**src/z80_bank_memory_mapper_defines.svh**
```systemverilog
// Assertion macros for the Z80 bank memory mapper.
// Depends on nothing; included by the files that assert.
`ifndef Z80_BANK_MEMORY_MAPPER_DEFINES_SVH
`define Z80_BANK_MEMORY_MAPPER_DEFINES_SVH

// Condition must hold in the same cycle as its trigger.
`define ZBM_ASSERT_NOW(label, clk, rst_n, trig, cond, msg) \
    label: assert property (@(posedge clk) disable iff (!rst_n) (trig) |-> (cond)) \
        else $error(msg);

// Condition must hold in the cycle after its trigger.
`define ZBM_ASSERT_NEXT(label, clk, rst_n, trig, cond, msg) \
    label: assert property (@(posedge clk) disable iff (!rst_n) (trig) |=> (cond)) \
        else $error(msg);

`endif

```
**src/zbm_pkg.sv**
```systemverilog
// Types and constants shared by the Z80 bank memory mapper modules.
// Depends on nothing.
package zbm_pkg;

    // Default number of RAM pages fitted.
    localparam int RAM_PAGES_DEFAULT = 8;

    // Command codes.
    localparam logic [1:0] CMD_PORT_WRITE = 2'd0;
    localparam logic [1:0] CMD_PORT_READ  = 2'd1;
    localparam logic [1:0] CMD_SET_MODE   = 2'd2;
    localparam logic [1:0] CMD_ACCESS     = 2'd3;

    // I/O port numbers of the bank registers.
    localparam logic [7:0] PORT_RAM_BANK = 8'h05;
    localparam logic [7:0] PORT_BANK_A   = 8'h06;
    localparam logic [7:0] PORT_BANK_B   = 8'h07;
    localparam logic [7:0] PORT_BANK_A_H = 8'h0e;
    localparam logic [7:0] PORT_BANK_B_H = 8'h0f;

    // Bank byte values and boot pages.
    localparam logic [7:0] RAM_SELECT     = 8'h80;
    localparam logic [7:0] BOOT_PAGE_SM   = 8'h7f;
    localparam logic [7:0] BOOT_PAGE_LG   = 8'hff;
    localparam logic [8:0] FLASH_PAGES_SM = 9'd128;
    localparam logic [8:0] FLASH_PAGES_LG = 9'd256;

    // Window numbers (address bits 15..14).
    localparam logic [1:0] WIN_BOOT = 2'd0;
    localparam logic [1:0] WIN_ONE  = 2'd1;
    localparam logic [1:0] WIN_TWO  = 2'd2;

    typedef struct packed {
        logic [1:0]  command;
        logic [7:0]  port;
        logic [7:0]  data;
        logic [15:0] address;
        logic        is_fetch;
    } zbm_in_t;

    typedef struct packed {
        logic [7:0]  read_data;
        logic [22:0] phys_addr;
        logic        read_only;
        logic        out_of_range;
        logic        boot_done;
        logic        hi_ram_used;
    } zbm_out_t;

endpackage

```
**src/z80_bank_memory_mapper.sv**
```systemverilog
// Top level of the Z80 bank memory mapper: input register, core, result register.
// Depends on zbm_pkg, zbm_core and z80_bank_memory_mapper_defines.svh.
//
//   Channel   Signals                         Moves
//   input     in_valid, in_stall, in_data     one command per transfer
//   output    out_valid, out_stall, out_data  one result per transfer
//   config    cfg_write, cfg_data             large_flash, one bit
//
// An item enters the input register at its transfer and crosses the single-pass
// core into the result register, from which its result is offered. One item a
// cycle is taken while the output side keeps up. A stall on a full result register
// holds it and, in the same cycle, stalls the input when the input register is full.
// Reset clears the bank registers, the mode and the flags at once, but sets the RAM
// bank register to its RAM select value; there is no clearing pass.
`include "z80_bank_memory_mapper_defines.svh"

module z80_bank_memory_mapper
    import zbm_pkg::*;
#(
    parameter int RAM_PAGES = RAM_PAGES_DEFAULT
)
(
    input  logic     clk,
    input  logic     rst_n,
    input  logic     cfg_write,
    input  logic     cfg_data,
    input  logic     in_valid,
    output logic     in_stall,
    input  zbm_in_t  in_data,
    output logic     out_valid,
    input  logic     out_stall,
    output zbm_out_t out_data
);

    logic     in_valid_reg, in_valid_next;
    zbm_in_t  in_item_reg;
    logic     out_valid_reg, out_valid_next;
    zbm_out_t out_item_reg;
    zbm_out_t core_result;
    logic     advance;
    logic     step;

    // The result register takes a new item when it is empty or being drained.
    assign advance        = !out_valid_reg || !out_stall;
    assign step           = advance && in_valid_reg;
    assign in_stall       = in_valid_reg && !advance;
    assign in_valid_next  = in_stall ? 1'b1 : in_valid;
    assign out_valid_next = advance ? in_valid_reg : out_valid_reg;

    zbm_core #(
        .RAM_PAGES (RAM_PAGES)
    ) u_core (
        .clk       (clk),
        .rst_n     (rst_n),
        .cfg_write (cfg_write),
        .cfg_data  (cfg_data),
        .step      (step),
        .item      (in_item_reg),
        .result    (core_result)
    );

    // Valid flags of both registers.
    always_ff @(posedge clk or negedge rst_n)
    begin
        if (!rst_n)
        begin
            in_valid_reg  <= 1'b0;
            out_valid_reg <= 1'b0;
        end
        else
        begin
            in_valid_reg  <= in_valid_next;
            out_valid_reg <= out_valid_next;
        end
    end

    // Payload registers.
    always_ff @(posedge clk)
    begin
        if (in_valid && !in_stall)
            in_item_reg <= in_data;
        if (step)
            out_item_reg <= core_result;
    end

    assign out_valid = out_valid_reg;
    assign out_data  = out_item_reg;

    // An input item held by a stall is neither lost nor changed.
    `ZBM_ASSERT_NEXT(a_in_hold, clk, rst_n, in_valid_reg && !advance,
        in_valid_reg && $stable(in_item_reg), "held input item was lost or changed")

    // Boot end is sticky from one result to the next.
    `ZBM_ASSERT_NEXT(a_boot_sticky, clk, rst_n,
        out_valid && !out_stall && out_data.boot_done,
        !out_valid || out_data.boot_done, "boot_done fell without reset")

    // The high-RAM flag is sticky from one result to the next.
    `ZBM_ASSERT_NEXT(a_hi_ram_sticky, clk, rst_n,
        out_valid && !out_stall && out_data.hi_ram_used,
        !out_valid || out_data.hi_ram_used, "hi_ram_used fell without reset")

    // A port read result carries no translation.
    `ZBM_ASSERT_NOW(a_read_no_xlate, clk, rst_n,
        out_valid && out_data.read_data != 8'd0,
        out_data.phys_addr == 23'd0 && !out_data.read_only && !out_data.out_of_range,
        "port read result has translation fields set")

endmodule

```
**src/zbm_core.sv**
```systemverilog
// Bank registers, boot and high-RAM flags, and the translation of one item.
// Depends on zbm_pkg.
module zbm_core
    import zbm_pkg::*;
#(
    parameter int RAM_PAGES = RAM_PAGES_DEFAULT
)
(
    input  logic     clk,
    input  logic     rst_n,
    input  logic     cfg_write,
    input  logic     cfg_data,
    input  logic     step,
    input  zbm_in_t  item,
    output zbm_out_t result
);

    typedef struct packed {
        logic       ram;
        logic [7:0] idx;
    } zbm_page_t;

    logic       large_flash_reg;
    logic [7:0] bank_a_low_reg, bank_a_high_reg, bank_b_low_reg, bank_b_high_reg;
    logic [7:0] ram_bank_low_reg;
    logic       map_mode_reg, boot_ended_reg, hi_ram_flag_reg;

    logic [7:0] bank_a_low_next, bank_a_high_next, bank_b_low_next, bank_b_high_next;
    logic [7:0] ram_bank_low_next;
    logic       map_mode_next, boot_ended_next, hi_ram_flag_next;

    // Decode one bank byte pair into a page selection.
    function automatic zbm_page_t decode_bank(input logic [7:0] lo, input logic [7:0] hi,
                                              input logic lf);
        zbm_page_t p;
        p.ram = lo[7];
        p.idx = lo[7] ? {1'b0, lo[6:0]} : {hi[0] & lf, lo[6:0]};
        return p;
    endfunction

    // True if a page is a RAM page above 3.
    function automatic logic is_hi_ram(input zbm_page_t p);
        return p.ram && (p.idx[6:2] != 5'd0);
    endfunction

    zbm_page_t pg_a, pg_b, pg_r, pg_win;
    logic [1:0] win;
    logic [8:0] page_num;
    logic       boot_hit;

    // Next state and result for the item in the input register.
    always_comb
    begin
        bank_a_low_next   = bank_a_low_reg;
        bank_a_high_next  = bank_a_high_reg;
        bank_b_low_next   = bank_b_low_reg;
        bank_b_high_next  = bank_b_high_reg;
        ram_bank_low_next = ram_bank_low_reg;
        map_mode_next     = map_mode_reg;
        boot_ended_next   = boot_ended_reg;
        result            = '0;

        win      = item.address[15:14];
        boot_hit = item.is_fetch && (item.address[15:14] == WIN_ONE ||
                   (map_mode_reg && item.address[15:14] == WIN_TWO));

        case (item.command)
            CMD_PORT_WRITE:
            begin
                case (item.port)
                    PORT_RAM_BANK: ram_bank_low_next = item.data | RAM_SELECT;
                    PORT_BANK_A:   bank_a_low_next   = item.data;
                    PORT_BANK_B:   bank_b_low_next   = item.data;
                    PORT_BANK_A_H: bank_a_high_next  = item.data;
                    PORT_BANK_B_H: bank_b_high_next  = item.data;
                    default:       ;
                endcase
            end
            CMD_PORT_READ:
            begin
                if (item.port == PORT_RAM_BANK)
                    result.read_data = ram_bank_low_reg & ~RAM_SELECT;
                else if (item.port == PORT_BANK_B)
                    result.read_data = bank_b_low_reg;
                else
                    result.read_data = bank_a_low_reg;
            end
            CMD_SET_MODE:
            begin
                map_mode_next = (item.data != 8'd0);
            end
            default:
            begin
                // The boot check comes before this access is translated.
                if (boot_hit)
                    boot_ended_next = 1'b1;
            end
        endcase

        // Window translation for an access, from the state it sees.
        pg_a = decode_bank(bank_a_low_reg, bank_a_high_reg, large_flash_reg);
        pg_b = decode_bank(bank_b_low_reg, bank_b_high_reg, large_flash_reg);
        pg_r = decode_bank(ram_bank_low_reg, 8'd0, large_flash_reg);
        if (win == WIN_BOOT)
        begin
            pg_win.ram = 1'b0;
            pg_win.idx = boot_ended_next ? 8'd0
                       : (large_flash_reg ? BOOT_PAGE_LG : BOOT_PAGE_SM);
        end
        else if (!map_mode_reg)
            pg_win = (win == WIN_ONE) ? pg_a : ((win == WIN_TWO) ? pg_b : pg_r);
        else if (win == WIN_ONE)
            pg_win = '{ram: pg_a.ram, idx: {pg_a.idx[7:1], 1'b0}};
        else if (win == WIN_TWO)
            pg_win = '{ram: pg_a.ram, idx: {pg_a.idx[7:1], 1'b1}};
        else
            pg_win = pg_b;

        if (pg_win.ram)
            page_num = (large_flash_reg ? FLASH_PAGES_LG : FLASH_PAGES_SM)
                     + {1'b0, pg_win.idx};
        else
            page_num = {1'b0, pg_win.idx};

        if (item.command == CMD_ACCESS)
        begin
            result.phys_addr    = {page_num, item.address[13:0]};
            result.read_only    = !pg_win.ram;
            result.out_of_range = pg_win.ram && (pg_win.idx >= 8'(RAM_PAGES));
        end

        // The high-RAM flag looks at windows 1 to 3 as mapped after this item.
        hi_ram_flag_next = hi_ram_flag_reg
            || is_hi_ram(decode_bank(bank_a_low_next, bank_a_high_next, large_flash_reg))
            || is_hi_ram(decode_bank(bank_b_low_next, bank_b_high_next, large_flash_reg))
            || (!map_mode_next
                && is_hi_ram(decode_bank(ram_bank_low_next, 8'd0, large_flash_reg)));

        result.boot_done   = boot_ended_next;
        result.hi_ram_used = hi_ram_flag_next;
    end

    // Configuration register.
    always_ff @(posedge clk or negedge rst_n)
    begin
        if (!rst_n)
            large_flash_reg <= 1'b0;
        else if (cfg_write)
            large_flash_reg <= cfg_data;
    end

    // Mapper state advances when an item moves to the result register.
    always_ff @(posedge clk or negedge rst_n)
    begin
        if (!rst_n)
        begin
            bank_a_low_reg   <= 8'd0;
            bank_a_high_reg  <= 8'd0;
            bank_b_low_reg   <= 8'd0;
            bank_b_high_reg  <= 8'd0;
            ram_bank_low_reg <= RAM_SELECT;
            map_mode_reg     <= 1'b0;
            boot_ended_reg   <= 1'b0;
            hi_ram_flag_reg  <= 1'b0;
        end
        else if (step)
        begin
            bank_a_low_reg   <= bank_a_low_next;
            bank_a_high_reg  <= bank_a_high_next;
            bank_b_low_reg   <= bank_b_low_next;
            bank_b_high_reg  <= bank_b_high_next;
            ram_bank_low_reg <= ram_bank_low_next;
            map_mode_reg     <= map_mode_next;
            boot_ended_reg   <= boot_ended_next;
            hi_ram_flag_reg  <= hi_ram_flag_next;
        end
    end

endmodule
```
**config.mk**
```make
export PLATFORM = sky130hd
export DESIGN_NAME = z80_bank_memory_mapper
export DESIGN_NICKNAME = d
export VERILOG_FILES = /design/src/zbm_pkg.sv /design/src/z80_bank_memory_mapper.sv /design/src/zbm_core.sv
export VERILOG_INCLUDE_DIRS = /design/src /design/src/src
export SDC_FILE = /design/constraint.sdc
export NUM_CORES = 1
export LEC_CHECK = 0
export ABC_CLOCK_PERIOD_IN_PS = 5650
export BUFFER_PORTS_ARGS = -buffer_cell sky130_fd_sc_hd__clkbuf_2
export CORE_ASPECT_RATIO = 0.8
export CORE_MARGIN = 2
export CORE_UTILIZATION = 40
export DETAILED_ROUTE_END_ITERATION = 8
export HOLD_SLACK_MARGIN = 0.03
export PLACE_DENSITY = 0.69
export SYNTH_ARGS = -nofsm -noshare
export SYNTH_HDL_FRONTEND = slang
export SYNTH_SLANG_ARGS = --single-unit
```
**constraint.sdc**
```tcl
create_clock -name clk -period 5.65 [get_ports clk]
set_input_delay 0.8475 -clock clk [delete_from_list [all_inputs] [get_ports clk]]
set_output_delay 0.8475 -clock clk [all_outputs]
set_load 0.02 [all_outputs]
```
**Word-level counts from Yosys, hierarchy flattened**

Cells that the tools add are included.

- Bits in registers: 102
- Logic and storage cells: 99
- Output and inout bits: 37
- Input port bits: 41

- Magnitude comparators: 1
- Equal/unequal tests: 10
- $add $sub $neg: 1
- Bitwise logic cells: 3
- Reduce and logical (&&, ||, !) cells: 31
- Muxes and demuxes: 28

Operators by type and width:

| cell | number |
|---|---|
| $mux W8 | 12 |
| $mux W9 | 7 |
| $eq A8 B3 Y1 const B | 3 |
| $eq A8 B4 Y1 const B | 2 |
| $reduce_bool A5 Y1 | 3 |
| $logic_and A1 B1 Y1 | 10 |
| $add A9 B8 Y9 | 1 |
| $ge A8 B4 Y1 const B | 1 |
| $mux W1 | 8 |
| $reduce_bool A8 Y1 | 1 |
| $mux W7 | 1 |
| $eq A2 B2 Y1 const B | 3 |
| $logic_not A1 Y1 | 6 |
| $logic_or A1 B1 Y1 | 5 |
| $eq A2 B1 Y1 const B | 2 |
| $logic_not A2 Y1 | 2 |
| $reduce_and A3 Y1 | 1 |
| $reduce_or A3 Y1 | 1 |
| $and A1 B1 Y1 | 2 |
| $reduce_and A2 Y1 | 1 |
| $reduce_or A2 Y1 | 1 |
| $not A1 Y1 | 1 |

**Logic depth before layout (Yosys ltp)**

- Word-level depth: 10
- Mapped depth: 7

**Modules after synthesis**

From an unflattened synthesis, not the netlist that was laid out.

- Cell total of the unflattened synthesis: 306
- Area, all modules: 4334.2 um^2

By module, submodules not included:

| module | times used | cells each | area an instance (um^2) | seq. area each (um^2) |
|---|---|---|---|---|
| z80_bank_memory_mapper | 1 | 78 | 2194.6 | 2152.1 |
| zbm_core | 1 | 228 | 2139.6 | 752.0 |

**Least setup slack after synthesis**

OpenSTA, ideal clock, no wires.

- Path type: input -> register
- Start: input out_stall
- End: register u_core.ram_bank_low_reg[0]
- Library setup time: 126 ps
- Setup slack: 2460 ps
- Stages on the path: 3
- Data arrival time: 3065 ps
- Path buffers: 0
- Cell sequence: a21boi_2 > nand4_1 > mux2_2

- Word-level cells in the longest chain between the ends: 4

Ends and longest elaborated chain:

| item | line | RTL |
|---|---|---|
| start: declaration | z80_bank_memory_mapper.sv:31 | `input logic out_stall,` |
| $logic_not A1 Y1 | z80_bank_memory_mapper.sv:44 | `assign advance = !out_valid_reg \|\| !out_stall;` |
| $logic_or A1 B1 Y1 | z80_bank_memory_mapper.sv:44 |  |
| $logic_and A1 B1 Y1 | z80_bank_memory_mapper.sv:45 | `assign step = advance && in_valid_reg;` |
| $reduce_and A3 Y1 (no source line) | n/a |  |
| end signal: assignment | zbm_core.sv:172 | `ram_bank_low_reg <= ram_bank_low_next;` |
| end: declaration | zbm_core.sv:25 | `logic [7:0] ram_bank_low_reg;` |

Every way passes these cells.
A chain may end at the register's enable or synchronous reset.

**Worst setup path in the final report**

- Start: register in_item_reg[32] (netlist bit)
- End: register out_item_reg (netlist bit out_data[31]), data pin

- Word-level cells in the longest chain between the ends: 3
- Elaborated cells on any way between the ends: 4
- Those cells by class: eq/ne (2); mux (2)

Ends and longest elaborated chain:

| item | line | RTL |
|---|---|---|
| start: declaration | z80_bank_memory_mapper.sv:36 | `zbm_in_t in_item_reg;` |
| start signal: assignment | z80_bank_memory_mapper.sv:81 | `in_item_reg <= in_data;` |
| $eq A8 B3 Y1 | zbm_core.sv:83 | `else if (item.port == PORT_BANK_B)` |
| $mux W8 | zbm_core.sv:83 |  |
| $mux W7 (*) | zbm_core.sv:81 | `if (item.port == PORT_RAM_BANK)` |
| end signal: assignment | z80_bank_memory_mapper.sv:83 | `out_item_reg <= core_result;` |
| end: declaration | z80_bank_memory_mapper.sv:38 | `zbm_out_t out_item_reg;` |

Mark *: on every way between the ends. The rest lies on a longest branch, timed or not.

==> qor.yml <==
cts_sinks: 102
hpwl_mm: 5.82
nets: 405
syn_inst: 283
numPortBuffers: 77
cts-hold-fix-buffers: 0
r2r_slack_ns: 2.99
dr.pass1.iters: 4
crit_buf_inv: 0
vias: 2601
grt_setup_unrepaired: "false"
fp-row-count: 33
grtUsageTotal_pct: 15.1
syn_area_um2: 4210
mostFrequentLayoutCells: "clkbuf_2, edfxtp_1, dfrtp_1, mux2_2"
post_cts_buffers: 0
p_per_area_nw_per_um2: 315
htreeDepth: 3
crit_arrival_ns: 2.72
grt_pass1_wl_mm: 13.0
dieArea_um2: 11400
setup_viol: 0
p_leak_nw: 2.14
ctsRootBufferMaster: "clkbuf_16"
cts_max_path_buffers: 2
first_global_vias: 2533
yosysUniqueCellTypes: 48
drt_iter0_drc: 160
core_um2: 10200
cts_tree: "done"
routabilityCongestion: 0.811
synth_fp_nets: 325
cpPeakStageDelay_ns: 0.80
path_clk_slew_ns: 0.07
syn_avg_cell_area_um2: 14.9
ant_nets: 0
crit_slowest_cell: "nor2b_1"
timing.fmax_mhz: 376
yosys_warnings: 0
critPathRequiredTime_ns: 5.71
final_common_cell: "clkbuf_2"
critPathLaunchType: "register"
synth_edf_count: 70
maxSlewHeadroom_pct: 32.9
post-route-period-util_pct: 47.1
synth_top_cell_area_share_pct: 49.9
power.total_mw: 1.59
dp_slack_ns: 3.01
grt.overflow.total: 0
hold_depth: 1
numCtsBuffers: 9
synth_top_cells_by_area: "edfxtp_1, dfrtp_1, mux2_2"
routed_via_density: 5.13
start_util_pct: 41.1
antenna_found_initial: 0
yosys_most_used_dff: "edfxtp_1"
wl_mm: 8.08
path_max_fanout: 8
final_cell_count_no_fill: 507
area_delta_synth_final_pct: 19.6
worstSetupPathDepth: 5
worst_slew_pin_slew_ns: 1.00
post_route_cells_drive_above_1_share_pct: 34.9
fp.dieH_um: 95.8
path_cells: "nor4_2, and3_2, nor2b_1, mux2i_1, o21ai_0"
ir_drop_uv: 144
yosysSeqAreaShare_pct: 69.0
drc: 0
drv_cap: 0
drv_slew: 0
hold_violations: 0
synthArstFlopShare_pct: 31.4
outcome: "finished, final reports clean"
antenna_cells: 0
nFillCells: 927
io_pins: 78
yosys.area.top_type: "edfxtp_1"
wl_per_cell_um: 15.9
criticalPathCategory: "reg2reg"
ys_ff_latch: 102
grt_max_degree: 43
die_w_um: 119
fin_ws_ns: 2.99
fin_skew_ns: 0.00719
fin_tns_setup_ns: 0
cp-end-kind: "register"
path_delay_family: "simple AND/OR/NAND/NOR gates"
r2r_cells: 5
period_needed_ns: 2.66
postCtsResizedCells: 0
insertion_delay_ns: 0.34
hp-class: "reg2reg"
placed_cells: 492
per-stage QoR:
step           hold WS (ns)  instance area (um2)  utilization [%]
6_report              0.489                 5030             49.2
5_1_grt               0.516                 5030             49.2
4_1_cts               0.489                 5030             49.2
3_5_place_dp          0.469                 4750             46.4
3_3_place_gp          0.462                 4750             46.4
2_1_floorplan         0.443                 4210                -
synthesized netlist by cell type (2+ instances only):
library cell   n
dfrtp_1       31
buf_2          3
a211oi_1       5
and3_1        16
a21oi_1       10
inv_1          3
mux2_2        25
edfxtp_1      70
o21ai_0       11
a221oi_1       2
o21a_1         2
nand3_1        4
nand2b_1       4
nand2_1       16
a21o_1         3
mux2i_1       15
a22oi_1        3
nor3_1         3
nand3b_1       3
clkbuf_1       7
nor2b_1        6
nor2_1         8
or4_1          3
a22o_1         6
power breakdown:
| group | total [mW] | internal [mW] | switching (mW) | leakage [nW] |
|---|---|---|---|---|
| logic | 0.118 | 0.0437 | 0.0742 | 0.899 |
| clock network | 0.587 | 0.339 | 0.248 | 0.129 |
| registers | 0.880 | 0.851 | 0.0294 | 1.11 |
worst register-to-register path: stages, from the launching register on:
cell and delay [ns]:
edfxtp_1 0.38, nor4_2 0.49, and3_2 0.30, nor2b_1 0.80
mux2i_1 0.28, o21ai_0 0.13
layout make-up:
cell class	instances	area, um2	area share, %
Sequential cell	102	2900	57.7
Timing Repair Buffer	79	400	7.95
Multi-Input combinational cell	168	1260	25.1
Tap cell	140	175	3.48
Inverter	3	11.3	0.224
Clock inverter	4	48.8	0.969
Clock buffer	11	233	4.62
per-layer routing:
layer  wire (um)  part of all wire, %  vias to the layer above  global-route usage [%]
met2        3420                   42                       92                    22.0
met5           0                    0                        -                       0
li1            -                    -                     1259                       -
met1        4010                   50                     1244                    22.1
met3         573                  7.1                        6                    4.27
met4          70                 0.87                        0                    4.46
cells by family (layout without fill, tap and decap cells):
| group | Yosys count | after routing | share of synthesized area (%) |
|---|---|---|---|
| xor gates and xnor gates | 1 | 1 | 0.208 |
| AOI/OAI and AO/OA | 50 | 50 | 8.29 |
| DFF | 102 | 102 | 69.0 |
| and+or+nand+nor | 75 | 75 | 10.4 |
| buffers and inverters | 13 | 97 | 1.25 |
| adders and majority gates | 1 | 1 | 0.297 |
| muxes | 41 | 41 | 10.6 |
worst paths after layout:
| kind | start | endpoint |
|---|---|---|
| worst max-delay path | in_item_reg[32] | out_data[31] |
| worst max register to register | in_item_reg[32] | out_data[31] |
| min in group asynchronous | rst_n | u_core.bank_a_low_reg[3] |
| worst min register to register | in_valid_reg | out_valid |
| worst min-delay path | in_valid_reg | out_valid |
| max in group asynchronous | rst_n | u_core.ram_bank_low_reg[5] |
Power figures use the tool's default switching activity.
